## src/hdl/limit_order_matcher_top_defines.svh

```systemverilog
// Assertion shorthands for the limit order matcher.
// They rely on clk and rst_n being visible where they are used.
`ifndef LIMIT_ORDER_MATCHER_TOP_DEFINES_SVH
`define LIMIT_ORDER_MATCHER_TOP_DEFINES_SVH

// Condition holds at every clock edge out of reset.
`define LOM_ASSERT_ALWAYS(lbl, cond, msg) \
  lbl: assert property (@(posedge clk) disable iff (!rst_n) (cond)) else $error(msg);

// Whenever trig is high, cond holds in the same cycle.
`define LOM_ASSERT_IMPLIES(lbl, trig, cond, msg) \
  lbl: assert property (@(posedge clk) disable iff (!rst_n) (trig) |-> (cond)) \
    else $error(msg);

`endif

```

## src/hdl/lom_pkg.sv

```systemverilog
`timescale 1ns / 1ps
// ----------------------------------------------------------------------------
// lom_pkg
// Shared types, widths and codes for the limit order matcher.
// ----------------------------------------------------------------------------
`default_nettype none

package lom_pkg;

  localparam int BOOK_DEPTH_DEF = 16;
  localparam int USER_COUNT_DEF = 256;

  localparam int USER_W      = 8;
  localparam int PRICE_BITS  = 16;
  localparam int VOLUME_BITS = 16;
  localparam int COST_W      = PRICE_BITS + VOLUME_BITS;
  localparam int AMT_W       = 40;
  localparam int RUB_W       = 48;
  localparam int USD_W       = 32;
  localparam int NUM_W       = 5;
  localparam int MAX_RESULTS = 34;
  localparam int TC_W        = $clog2(MAX_RESULTS);

  localparam logic SIDE_SELL  = 1'b0;
  localparam logic SIDE_BUY   = 1'b1;
  localparam logic KIND_TRADE = 1'b0;
  localparam logic KIND_ACK   = 1'b1;
  localparam logic ST_OK      = 1'b0;
  localparam logic ST_FULL    = 1'b1;

  typedef struct packed {
    logic [USER_W-1:0]      user;
    logic [VOLUME_BITS-1:0] vol;
    logic [PRICE_BITS-1:0]  price;
  } entry_t;

  typedef enum logic [3:0] {
    S_CLEAR, S_IDLE, S_APPEND, S_BSTART, S_BSCAN, S_SSTART, S_SSCAN,
    S_CALC, S_MUL, S_RD_S, S_WR_S, S_RD_B, S_WR_B, S_EMIT, S_REMOVE, S_NEXT
  } state_t;

  // Commands from controller to datapath.
  typedef struct packed {
    logic clr_step;
    logic take_in;
    logic do_append;
    logic binit;
    logic bscan_step;
    logic sinit;
    logic sscan_step;
    logic calc_min;
    logic calc_mul;
    logic rd_seller;
    logic wr_seller;
    logic rd_buyer;
    logic wr_buyer;
    logic rd_sub;
    logic load_trade;
    logic do_remove;
    logic load_ack;
  } lom_cmd_t;

  // Status from datapath to controller.
  typedef struct packed {
    logic clr_done;
    logic book_full;
    logic other_empty;
    logic bscan_done;
    logic have_buy;
    logic sscan_done;
    logic cross_ok;
    logic sell_empty;
    logic room;
    logic out_free;
  } lom_sts_t;

endpackage

`default_nettype wire

```

## src/hdl/lom_ctrl.sv

```systemverilog
`timescale 1ns / 1ps
// ----------------------------------------------------------------------------
// lom_ctrl
// Sequencer for clearing, order append, match rounds and result delivery.
// ----------------------------------------------------------------------------
`default_nettype none

module lom_ctrl (
  input  wire logic              clk,
  input  wire logic              rst_n,
  input  wire logic              in_valid,
  output logic                   in_ready,
  input  wire lom_pkg::lom_sts_t sts,
  output lom_pkg::lom_cmd_t      cmd
);

  lom_pkg::state_t state_r, state_nxt;

  // The ack read and ack delivery steps have no state_t encoding of their own:
  // they are tracked by the flags ackph_r and ack_r.
  logic ack_r, ack_nxt;   // in ack phase: 0 = read balances, 1 = deliver
  logic ackph_r, ackph_nxt;

  always_ff @(posedge clk) begin
    if (!rst_n) begin
      state_r <= lom_pkg::S_CLEAR;
      ack_r   <= 1'b0;
      ackph_r <= 1'b0;
    end else begin
      state_r <= state_nxt;
      ack_r   <= ack_nxt;
      ackph_r <= ackph_nxt;
    end
  end

  // ackph_r marks the acknowledgment phase, entered from several states;
  // state_r then stays parked at S_NEXT.
  always_comb begin
    state_nxt = state_r;
    ack_nxt   = ack_r;
    ackph_nxt = ackph_r;
    if (ackph_r) begin
      if (!ack_r) begin
        ack_nxt = 1'b1;
      end else if (sts.out_free) begin
        ack_nxt   = 1'b0;
        ackph_nxt = 1'b0;
        state_nxt = lom_pkg::S_IDLE;
      end
    end else begin
      case (state_r)
        lom_pkg::S_CLEAR:  if (sts.clr_done) state_nxt = lom_pkg::S_IDLE;
        lom_pkg::S_IDLE:   if (in_valid) state_nxt = lom_pkg::S_APPEND;
        lom_pkg::S_APPEND: begin
          if (sts.book_full || sts.other_empty) begin
            ackph_nxt = 1'b1;
            state_nxt = lom_pkg::S_NEXT;
          end else begin
            state_nxt = lom_pkg::S_BSTART;
          end
        end
        lom_pkg::S_BSTART: state_nxt = lom_pkg::S_BSCAN;
        lom_pkg::S_BSCAN: begin
          if (sts.bscan_done) begin
            if (sts.have_buy) begin
              state_nxt = lom_pkg::S_SSTART;
            end else begin
              ackph_nxt = 1'b1;
              state_nxt = lom_pkg::S_NEXT;
            end
          end
        end
        lom_pkg::S_SSTART: state_nxt = lom_pkg::S_SSCAN;
        lom_pkg::S_SSCAN: begin
          if (sts.sscan_done) begin
            if (sts.cross_ok) begin
              state_nxt = lom_pkg::S_CALC;
            end else begin
              ackph_nxt = 1'b1;
              state_nxt = lom_pkg::S_NEXT;
            end
          end
        end
        lom_pkg::S_CALC:   state_nxt = lom_pkg::S_MUL;
        lom_pkg::S_MUL:    state_nxt = lom_pkg::S_RD_S;
        lom_pkg::S_RD_S:   state_nxt = lom_pkg::S_WR_S;
        lom_pkg::S_WR_S:   state_nxt = lom_pkg::S_RD_B;
        lom_pkg::S_RD_B:   state_nxt = lom_pkg::S_WR_B;
        lom_pkg::S_WR_B:   state_nxt = lom_pkg::S_EMIT;
        lom_pkg::S_EMIT:   if (sts.out_free) state_nxt = lom_pkg::S_REMOVE;
        lom_pkg::S_REMOVE: state_nxt = lom_pkg::S_NEXT;
        lom_pkg::S_NEXT: begin
          if (sts.sell_empty || !sts.room) ackph_nxt = 1'b1;
          else state_nxt = lom_pkg::S_BSTART;
        end
        default: state_nxt = lom_pkg::S_IDLE;
      endcase
    end
  end

  always_comb begin
    cmd      = '0;
    in_ready = 1'b0;
    if (ackph_r) begin
      cmd.rd_sub   = !ack_r;
      cmd.load_ack = ack_r && sts.out_free;
    end else begin
      case (state_r)
        lom_pkg::S_CLEAR:  cmd.clr_step = 1'b1;
        lom_pkg::S_IDLE: begin
          in_ready    = 1'b1;
          cmd.take_in = in_valid;
        end
        lom_pkg::S_APPEND: cmd.do_append  = 1'b1;
        lom_pkg::S_BSTART: cmd.binit      = 1'b1;
        lom_pkg::S_BSCAN:  cmd.bscan_step = 1'b1;
        lom_pkg::S_SSTART: cmd.sinit      = 1'b1;
        lom_pkg::S_SSCAN:  cmd.sscan_step = 1'b1;
        lom_pkg::S_CALC:   cmd.calc_min   = 1'b1;
        lom_pkg::S_MUL:    cmd.calc_mul   = 1'b1;
        lom_pkg::S_RD_S:   cmd.rd_seller  = 1'b1;
        lom_pkg::S_WR_S:   cmd.wr_seller  = 1'b1;
        lom_pkg::S_RD_B:   cmd.rd_buyer   = 1'b1;
        lom_pkg::S_WR_B:   cmd.wr_buyer   = 1'b1;
        lom_pkg::S_EMIT:   cmd.load_trade = sts.out_free;
        lom_pkg::S_REMOVE: cmd.do_remove  = 1'b1;
        lom_pkg::S_NEXT:   cmd            = '0;
        default:           cmd            = '0;
      endcase
    end
  end

endmodule

`default_nettype wire

```

## config.mk

```make
export PLATFORM = sky130hd
export DESIGN_NAME = lom_ctrl
export DESIGN_NICKNAME = d
export VERILOG_FILES = /design/src/hdl/limit_order_matcher_top_defines.svh /design/src/hdl/lom_pkg.sv /design/src/hdl/lom_ctrl.sv
export SDC_FILE = /design/constraint.sdc
export NUM_CORES = 1
export LEC_CHECK = 0
export CAP_MARGIN = 40
export CORE_MARGIN = 3
export CORE_UTILIZATION = 45
export CTS_BUF_LIST = sky130_fd_sc_hd__clkbuf_4 sky130_fd_sc_hd__clkbuf_8
export CTS_CLUSTER_SIZE = 16
export DETAILED_ROUTE_END_ITERATION = 7
export DONT_BUFFER_PORTS = 1
export SETUP_SLACK_MARGIN = 0.5
export SLEW_MARGIN = 40
export SYNTH_ARGS = -nofsm -noshare
export SYNTH_HDL_FRONTEND = slang
export SYNTH_SLANG_ARGS = --single-unit
export TNS_END_PERCENT = 50
```

## constraint.sdc

```tcl
create_clock -name clk -period 4.2 [get_ports clk]
set_clock_uncertainty 0.1 [all_clocks]
set_input_delay 0.21 -clock clk [delete_from_list [all_inputs] [get_ports clk]]
set_output_delay 0.21 -clock clk [all_outputs]
set_load 0.01 [all_outputs]
```

==> results.yml, run 1 <==
synth:
  syn_area_sq_um: 609
  synth_top_family_by_area: "simple AND/OR/NAND/NOR gates"
  synth-xor-area-share_pct: 0
  synthMuxAreaShare_pct: 3.29
  yosys_warnings: 0
  syn_area_per_cell_sq_um: 6.41
  ys_seq_elements: 6
  syn_inst: 95
  synthAdderAreaFrac_pct: 0
  netlist-cell-type-count: 34
  mappedNetlistNets: 108
  synth_seq_area_share_pct: 19.7
  yosys.area_share.simple_pct: 42.9
  synth-compound-area-share_pct: 26.7
grt:
  grt_use_total_pct: 18.0
  gr-total-overflow: 0
  grt_max_degree: 16
  grt_pass1_vias: 575
  grt_first_pass_wirelength_um: 2570
  antenna_found_initial: 0
finish:
  drive_gt1_share_pct: 3.23
  n_fill_cell: 124
  antenna_cells: 0
  post-route-util_pct: 53.1
  layout.nets: 108
  area_growth_pct: 3.29
critical_path:
  r2r_slack_ps: 2430
  worstPathArrival_ps: 1650
  path_class: "reg -> out"
  required_ps: 3890
  reg2reg_depth: 4
  cp-start-kind: "flop"
  crit_fanout: 14
  endpoint_kind: "output pin"
sta:
  slew_viol_final: 0
  slew-limit-headroom_pct: 70.4
  finalHoldViolCount: 0
  min_period_ps: 1960
  worst_slew_pin_slew_ps: 444
  tns_ps: 0
  setup_ws_ps: 2240
  rsz0062_at_grt: "false"
  fmax_ghz: 0.510
  period_share_pct: 46.7
  finalSetupViolations: 0
placed_design:
  dp_hpwl_um: 1270
  place.gp.congestion: 0.829
  portBuffers: 0
  dp_slack_ps: 2450
clock_network:
  path_clk_slew_ps: 50
  cts-htree-levels: 1
  post_cts_buffers: 0
  numClockSinks: 6
  worstSkewPairLatency_ps: 250
  clk_path_buf_depth: 2
  cts_buffers: 3
  cts_tree: "yes"
  ctsResizeCount: 0
  ctsHoldBuffers: 1
  cts_root_buffer: "clkbuf_4"
pwr:
  ir_drop_uv: 359
  design_power_total_uw: 384
  power_density_mw_per_mm2: 610
  p_leak_nw: 0.224
route:
  first_pass_iters: 4
  wire_per_inst_um: 15.2
  num_vias: 669
  drc: 0
  ant_nets: 0
  viasPerCell: 6.25
  routed_wl_um: 1620
  drt_iter0_markers: 18
die:
  core_area_sq_mm: 0.00119
  die_h_um: 42.8
  ios: 31
  placementRows: 12
  start_util_pct: 51.4
  dieArea_sq_mm: 0.00183
  die_x_um: 42.8
run_status:
  status: "finished, final reports clean"
job:
  drv_cap: 0
hold_path:
  whs_path_depth: 2
  min_path_type: "in -> reg"
cell type report:
cell class | instances | area, sq um | area share [%]
multi-input combinational | 79 | 444 | 70.6
sequential | 6 | 120 | 19.1
clock buffer | 3 | 22.5 | 3.58
timing repair buffer | 1 | 10.0 | 1.59
tap | 14 | 17.5 | 2.78
inverter | 4 | 15.0 | 2.39
layout by cell type (no fill, tap or decap), drive strengths merged:
master	count
mux2i	2
inv	4
o22a	1
or2	1
a311o	1
nand2b	4
nor4	1
nor3	6
a32o	1
a22oi	1
a211o	1
nand3	2
a211oi	2
o22ai	1
o211ai	1
and2	4
o2bb2ai	1
a31oi	1
o21ai	5
nor2	21
nand4	1
o311a	1
dlygate4sd3	1
dfxtp	6
o2111ai	1
or3	2
a2111o	1
o41ai	1
a21oi	2
clkbuf	3
nor2b	5
nand2	8
registers in the layout, indices dropped and copies added (netlist names):
name / count
state_r: 4
ackph_r: 1
ack_r: 1
final timing paths:
check,startpoint,endpoint
worst min-delay path,rst_n,ack_r
worst max-delay path,state_r[0],cmd[15]
worst max register to register,state_r[3],state_r[1]
worst min register to register,ack_r,ack_r
per-layer routing:
metal	vias to the layer above	GRT usage [%]	wire, um	part of all wire, %
li1	335	-	-	-
met1	295	24.4	783	48
met2	36	27.5	685	42
met3	3	2.97	134	8.3
met4	0	7.45	19	1.2
met5	-	0	0	0
metrics by stage:
stage	instance area, sq um	instances	hold slack, ps
floorplan	609	95	233
global placement	597	103	246
detailed placement	597	103	255
CTS	629	107	6.26
global route	629	107	23.4
finish	629	107	5.12
cell families (layout without fill, tap and decap cells):
kind of cell,Yosys count,after routing
compound gates,22,22
buf+inv,10,8
simple gates,55,55
mux,2,2
flops,6,6
cell usage after synthesis:
cell type | number | area share, %
a211oi_1 | 2 | 2.5
nand3_1 | 2 | 1.6
or2_1 | 1 | 1.0
o211ai_1 | 1 | 1.2
nor2b_1 | 5 | 5.1
a31oi_1 | 1 | 1.0
o22a_1 | 1 | 1.4
o2111ai_1 | 1 | 1.4
o21ai_0 | 5 | 4.1
dfxtp_1 | 6 | 20
clkbuf_1 | 2 | 1.2
nor4_1 | 1 | 1.0
o22ai_1 | 1 | 1.0
nand2b_1 | 4 | 4.1
nor3_1 | 6 | 4.9
a32o_1 | 1 | 1.6
a2111o_1 | 1 | 1.8
nand2_1 | 8 | 4.9
inv_1 | 4 | 2.5
a211o_1 | 1 | 1.4
nor2_1 | 21 | 13
or3_1 | 2 | 2.1
buf_4 | 1 | 1.2
and2_0 | 1 | 1.0
buf_2 | 3 | 2.5
o2bb2ai_1 | 1 | 1.4
a21oi_1 | 2 | 1.6
nand4_1 | 1 | 1.0
o311a_1 | 1 | 1.6
o41ai_1 | 1 | 1.4
and2_1 | 3 | 3.1
a311o_1 | 1 | 1.6
mux2i_1 | 2 | 3.3
a22oi_1 | 1 | 1.2
power breakdown:
group	internal, mW	switching (mW)
clock	0.0325	0.0230
sequential	0.0737	0.0446
combinational	0.0851	0.125
total	0.191	0.192
critical path, cell delays in order (launching register included):
cell      delay, ps
dfxtp_1         550
nor2b_1         250
nand2b_1        150
nor2_1          230
and2_1          220
(Power assumes the default switching activity.)
==> run 2, diff against run 1 <==
==> constraint.sdc (replaced) <==
create_clock -name clk -period 2.05 [get_ports clk]
set_clock_uncertainty 0.1 [all_clocks]
set_input_delay 0.1025 -clock clk [delete_from_list [all_inputs] [get_ports clk]]
set_output_delay 0.1025 -clock clk [all_outputs]
set_load 0.01 [all_outputs]
==> results.yml, run 2 (synthesis gave the netlist of run 1 again) <==
critical_path:
  cpMaxStageDelayCell: "a2111o_1"
  path_class: "reg -> reg"
  crit_fanout: 8
  worstPathArrival_ps: 1640
  cp-start-kind: "flop"
  required_ps: 2120
  worstPathCellList: "a2111o_1, o22ai_2, a211o_1, mux2i_1"
  setup.worst_path.start: "state_r[1]"
  r2r_start: "state_r[1]"
  max_stage_delay_ps: 450
  endpoint_kind: "flop"
route:
  drc: 0
  viasPerCell: 6.34
  ant_nets: 0
  drt_iter0_markers: 36
  first_pass_iters: 4
  wire_per_inst_um: 15.6
  num_vias: 729
  routed_wl_um: 1790
sta:
  tns_ps: 0
  finalHoldViolCount: 0
  finalSetupViolations: 0
  rsz0062_at_grt: "true"
  slew-limit-headroom_pct: 77.7
  worst_slew_pin_slew_ps: 333
  slew_viol_final: 0
  period_share_pct: 76.5
  min_period_ps: 1570
  holdWs_ps: 45.8
  fmax_ghz: 0.638
  setup_ws_ps: 482
placed_design:
  portBuffers: 0
  placedCellCount: 103
  dp_slack_ps: 299
  dp_hpwl_um: 1250
  place.gp.congestion: 0.855
hold_path:
  min_path_type: "in -> reg"
  min_from: "rst_n"
finish:
  regMostFlops: "state_r"
  layout.nets: 116
  reg_top3: "state_r x4, ack_r x1, ackph_r x1"
  largest_reg_flops: 4
  n_fill_cell: 116
  final_cell_mix: "nor2_1, nand2_1, buf_4"
  antenna_cells: 0
  drive_gt1_share_pct: 22.8
  area_growth_pct: 23.6
  fin_cells: 115
  final_common_cell: "nor2_1"
clock_network:
  numClockSinks: 6
  cts_root_buffer: "clkbuf_4"
  path_clk_slew_ps: 50
  cts_buffers: 3
  cts-htree-levels: 1
  cts_tree: "yes"
  clk_path_buf_depth: 2
  worstSkewPairLatency_ps: 250
grt:
  grt_use_total_pct: 19.4
  grt_max_degree: 16
  grt_first_pass_wirelength_um: 2720
  gr-total-overflow: 0
  grt_pass1_vias: 609
  antenna_found_initial: 0
pwr:
  power_density_mw_per_mm2: 1290
  ir_drop_uv: 724
  p_leak_nw: 0.275
die:
  dieArea_sq_mm: 0.00183
  ios: 31
  core_area_sq_mm: 0.00119
  die_x_um: 42.8
  placementRows: 12
  start_util_pct: 51.4
  die_h_um: 42.8
run_status:
  status: "finished, final reports clean"
job:
  drv_cap: 0
## run 2: final cells by class
class / count / area [sq um] / share of cell area [%]
clock buffer: 3 / 22.5 / 2.99
sequential: 6 / 136 / 18.1
inverter: 4 / 15.0 / 1.99
multi-input combinational: 79 / 477 / 63.3
timing repair buffer: 9 / 85.1 / 11.3
tap: 14 / 17.5 / 2.33
## run 2: worst max-delay path, delay by kind of cell (launching register included)
kind | cells | cell delay [ps]
AO/OA/AOI/OAI | 3 | 850
flip-flops | 1 | 370
multiplexers | 1 | 180
## run 2: per-layer routing
layer  up-vias  wire, um  GRT usage [%]
met5         -         0              0
met4         0        32           11.8
met3         4       180           3.81
met2        47       802           28.1
met1       326       776           26.0
li1        352         -              -
## run 2: power by group
| group | leakage [nW] | internal [mW] | total [mW] | switching [mW] |
|---|---|---|---|---|
| clock network | 0.0138 | 0.0667 | 0.116 | 0.0489 |
| logic | 0.209 | 0.288 | 0.618 | 0.329 |
| registers | 0.0523 | 0.165 | 0.237 | 0.0726 |
## run 2: repair_timing
action / CTS / global route
pin swaps: 3 / 6
gates resized for setup: 10 / 8
setup endpoints to repair: 17 / 9
setup buffers: 1 / 6
endpoints found under the hold margin: 6 / 0
hold buffers: 2 / 0
## run 2: metrics by stage
stage               area, sq um  util [%]  power (mW)
detailed placement          597      50.3       0.671
global route                753      63.5        1.05
finish                      753      63.5       0.971
floorplan                   609         -       0.610
CTS                         669      56.4       0.849
global placement            597      50.3       0.671
## run 2: final timing paths
check               endpoint  slack (ps)  depth (start not counted)
hold / removal    state_r[2]          50                          3
setup reg to reg  state_r[1]         480                          4
hold reg to reg   state_r[0]         430                          2
setup / recovery  state_r[1]         480                          4
==> run 3, diff against run 2 <==
==> constraint.sdc (replaced) <==
create_clock -name clk -period 1.4 [get_ports clk]
set_clock_uncertainty 0.1 [all_clocks]
set_input_delay 0.07 -clock clk [delete_from_list [all_inputs] [get_ports clk]]
set_output_delay 0.07 -clock clk [all_outputs]
set_load 0.01 [all_outputs]
==> results.yml, run 3 <==
clock_network:
  numClockSinks: 6
  cts_buffers: 3
  cts_root_buffer: "clkbuf_4"
  clk_path_buf_depth: 2
  cts-htree-levels: 1
die:
  ios: 31
  start_util_pct: 51.4
  die_h_um: 42.8
  die_x_um: 42.8
  placementRows: 12
synth:
  netlist-cell-type-count: 34
  syn_inst: 95
  mappedNetlistNets: 108
  syn_area_sq_um: 609
  synth_edf_count: 0
  synth_common_cells: "nor2_1, nand2_1, dfxtp_1, nor3_1"
  yosysMostFrequentCell: "nor2_1"
  ys_seq_elements: 6
  synth_largest_area_cell: "dfxtp_1"
  synth.area.top_cells: "dfxtp_1, nor2_1, nor2b_1"
  synth.top_cell.area_share_pct: 19.7
  syn_area_per_cell_sq_um: 6.41
  synth_ff_type: "dfxtp_1"
  yosys_warnings: 0
  synth_seq_area_share_pct: 19.7
  ys_async_sr_fraction_pct: 0
placed_design:
  place.gp.congestion: 0.939
  dp_hpwl_um: 1650
  portBuffers: 0
run_status:
  stop_stage: "5_1_grt"
  status: "aborted with a tool error"
  stop_error: "[ERROR DPL-0033] detailed placement checks failed during check placement."
sta:
  grt-worst-endpoint: "state_r[1]$_SDFFE_PN0P_/D"
  worstEpCategory: "sequential cell input"
grt:
  grt_max_degree: 10
  antenna_found_initial: 0
run 3: cell counts after synthesis:
Identical to the previous run, type by type.
run 3: kinds of logic after synthesis:
| kind of cell | after synthesis | share of synthesized area [%] |
|---|---|---|
| flip-flops | 6 | 19.7 |
| AND/OR/NAND/NOR | 55 | 42.9 |
| multiplexers | 2 | 3.29 |
| AO/OA/AOI/OAI | 22 | 26.7 |
| buffers and inverters | 10 | 7.39 |
run 3: what timing repair did:
action                                 in CTS
endpoints found under the hold margin       6
hold buffers                                2
setup buffers                               2
resized for setup                          30
pin swaps                                  12
setup endpoints to repair                  24
run 3: through the flow:
step                      hold slack, ps  std cells  area (sq um)  setup slack (ps)  TNS (ps)
after floorplan                     85.5         95           696              5.78         0
after CTS                           28.7        131           980              -101      -813
after detailed placement             110        124           817              -113      -384
after global placement               106        124           817              -126      -415
==> run 4, diff against run 3 <==
--- a/config.mk
+++ b/config.mk
@@ -6,13 +6,11 @@
 export NUM_CORES = 1
 export LEC_CHECK = 0
 export CAP_MARGIN = 40
-export CORE_MARGIN = 3
-export CORE_UTILIZATION = 45
-export CTS_BUF_LIST = sky130_fd_sc_hd__clkbuf_4 sky130_fd_sc_hd__clkbuf_8
-export CTS_CLUSTER_SIZE = 16
+export CORE_AREA = 3 3 64 66
 export DETAILED_ROUTE_END_ITERATION = 7
+export DIE_AREA = 0 0 67 69
 export DONT_BUFFER_PORTS = 1
-export SETUP_SLACK_MARGIN = 0.5
+export PLACE_DENSITY_LB_ADDON = 0.15
 export SLEW_MARGIN = 40
 export SYNTH_ARGS = -nofsm -noshare
 export SYNTH_HDL_FRONTEND = slang
==> constraint.sdc (replaced) <==
create_clock -name clk -period 1.8 [get_ports clk]
set_clock_uncertainty 0.1 [all_clocks]
set_input_delay 0.09 -clock clk [delete_from_list [all_inputs] [get_ports clk]]
set_output_delay 0.09 -clock clk [all_outputs]
set_load 0.01 [all_outputs]
==> results.yml, run 4 (synthesis gave the netlist of run 1 again) <==
sta:
  worst_slew_pin_slew_ps: 400
  min_period_ps: 1630
  tns_ps: 0
  finalHoldViolCount: 0
  fmax_ghz: 0.613
  period_share_pct: 90.7
  slew-limit-headroom_pct: 73.1
  slew_viol_final: 0
  holdWs_ps: 7.63
  finalSetupViolations: 0
route:
  viasPerCell: 4.90
  drc: 0
  ant_nets: 0
  wire_per_inst_um: 15.6
  routed_wl_um: 2270
  num_vias: 711
  drt_iter0_markers: 56
  first_pass_iters: 4
clock_network:
  post_cts_buffers: 0
  worstSkewPairLatency_ps: 220
  clk_path_buf_depth: 2
  cts_root_buffer: "clkbuf_8"
  cts-htree-levels: 1
  cts_tree: "yes"
  cts_buffers: 3
  path_clk_slew_ps: 40
  numClockSinks: 6
hold_path:
  min_from: "rst_n"
  min_path_type: "in -> reg"
finish:
  fin_area_sq_um: 729
  drive_gt1_share_pct: 10.3
  largest_reg_flops: 4
  layout.nets: 112
  regMostFlops: "state_r"
  reg_top3: "state_r x4, ack_r x1, ackph_r x1"
  area_growth_pct: 19.7
  final_cell_mix: "nor2_1, nand2_1, nor3_1"
  antenna_cells: 0
  final_common_cell: "nor2_1"
  n_fill_cell: 437
critical_path:
  path_class: "reg -> reg"
  endpoint_kind: "flop"
  crit_fanout: 12
  r2r_start: "state_r[2]"
  setup.worst_path.start: "state_r[2]"
  required_ps: 1850
  cp-start-kind: "flop"
  worstPathArrival_ps: 1680
placed_design:
  portBuffers: 0
  place.gp.congestion: 0.802
  placed_area_sq_um: 669
  dp_hpwl_um: 1770
pwr:
  power_density_mw_per_mm2: 1440
  p_leak_nw: 0.255
  ir_drop_uv: 396
  design_power_total_mw: 1.05
grt:
  antenna_found_initial: 0
  grt_first_pass_wirelength_um: 3530
  gr-total-overflow: 0
  grt_pass1_vias: 655
  grt_use_total_pct: 10.1
  grt_max_degree: 15
run_status:
  status: "finished, final reports clean"
job:
  drv_cap: 0
die:
  die_x_um: 67
  ios: 31
  start_util_pct: 16.8
  dieArea_sq_mm: 0.00462
  die_h_um: 69
  placementRows: 22
  core_area_sq_mm: 0.00363
## run 4: where the power goes
| group | total, mW | internal [mW] | switching, mW | leakage, nW |
|---|---|---|---|---|
| sequential | 0.270 | 0.176 | 0.0939 | 0.0497 |
| combinational | 0.584 | 0.238 | 0.346 | 0.184 |
| clock | 0.200 | 0.144 | 0.0563 | 0.0216 |
| total | 1.05 | 0.557 | 0.496 | 0.255 |
## run 4: worst max-delay path, cell delays in order (launching register included)
cell and delay [ps]:
dfxtp_1 520, nand2_1 160, nor3_1 380, a211o_1 210, mux2i_1 180
## run 4: path summary, 6_finish.rpt
check	end	slack (ps)	cells past startpoint
max reg2reg	state_r[1]	170	4
max	state_r[1]	170	4
min reg2reg	ack_r	430	2
min	state_r[3]	8	2
## run 4: routing by layer
| layer | part of all wire [%] | track usage [%] | up-vias | wire length [um] |
|---|---|---|---|---|
| met3 | 11 | 3.42 | 2 | 244 |
| li1 | - | - | 345 | - |
| met4 | 1.6 | 5.18 | 0 | 36 |
| met1 | 43 | 12.9 | 330 | 963 |
| met2 | 45 | 14.6 | 34 | 1020 |
| met5 | 0 | 0 | - | 0 |
## run 4: final cells by class
class / instances / area (sq um) / share of cell area, %
Inverter: 4 / 15.0 / 2.06
Timing Repair Buffer: 5 / 40.0 / 5.49
Clock buffer: 3 / 41.3 / 5.66
Tap cell: 48 / 60.1 / 8.23
Sequential cell: 6 / 123 / 16.8
Multi-Input combinational cell: 79 / 450 / 61.7
## run 4: stage by stage
| stage | utilization (%) | cells | setup WS, ps |
|---|---|---|---|
| after floorplan | - | 95 | 342 |
| after global placement | 18.4 | 141 | 59.2 |
| after detailed placement | 18.4 | 141 | 60.4 |
| after CTS | 19.8 | 145 | 25.1 |
| after global routing | 20.1 | 145 | -13.9 |
| final | 20.1 | 145 | 168 |
## run 4: repair_timing
action,4_1_cts,5_1_grt
gates resized for setup,0,3
endpoints found under the setup margin,0,7
hold buffers,1,0
hold endpoints to repair,5,0
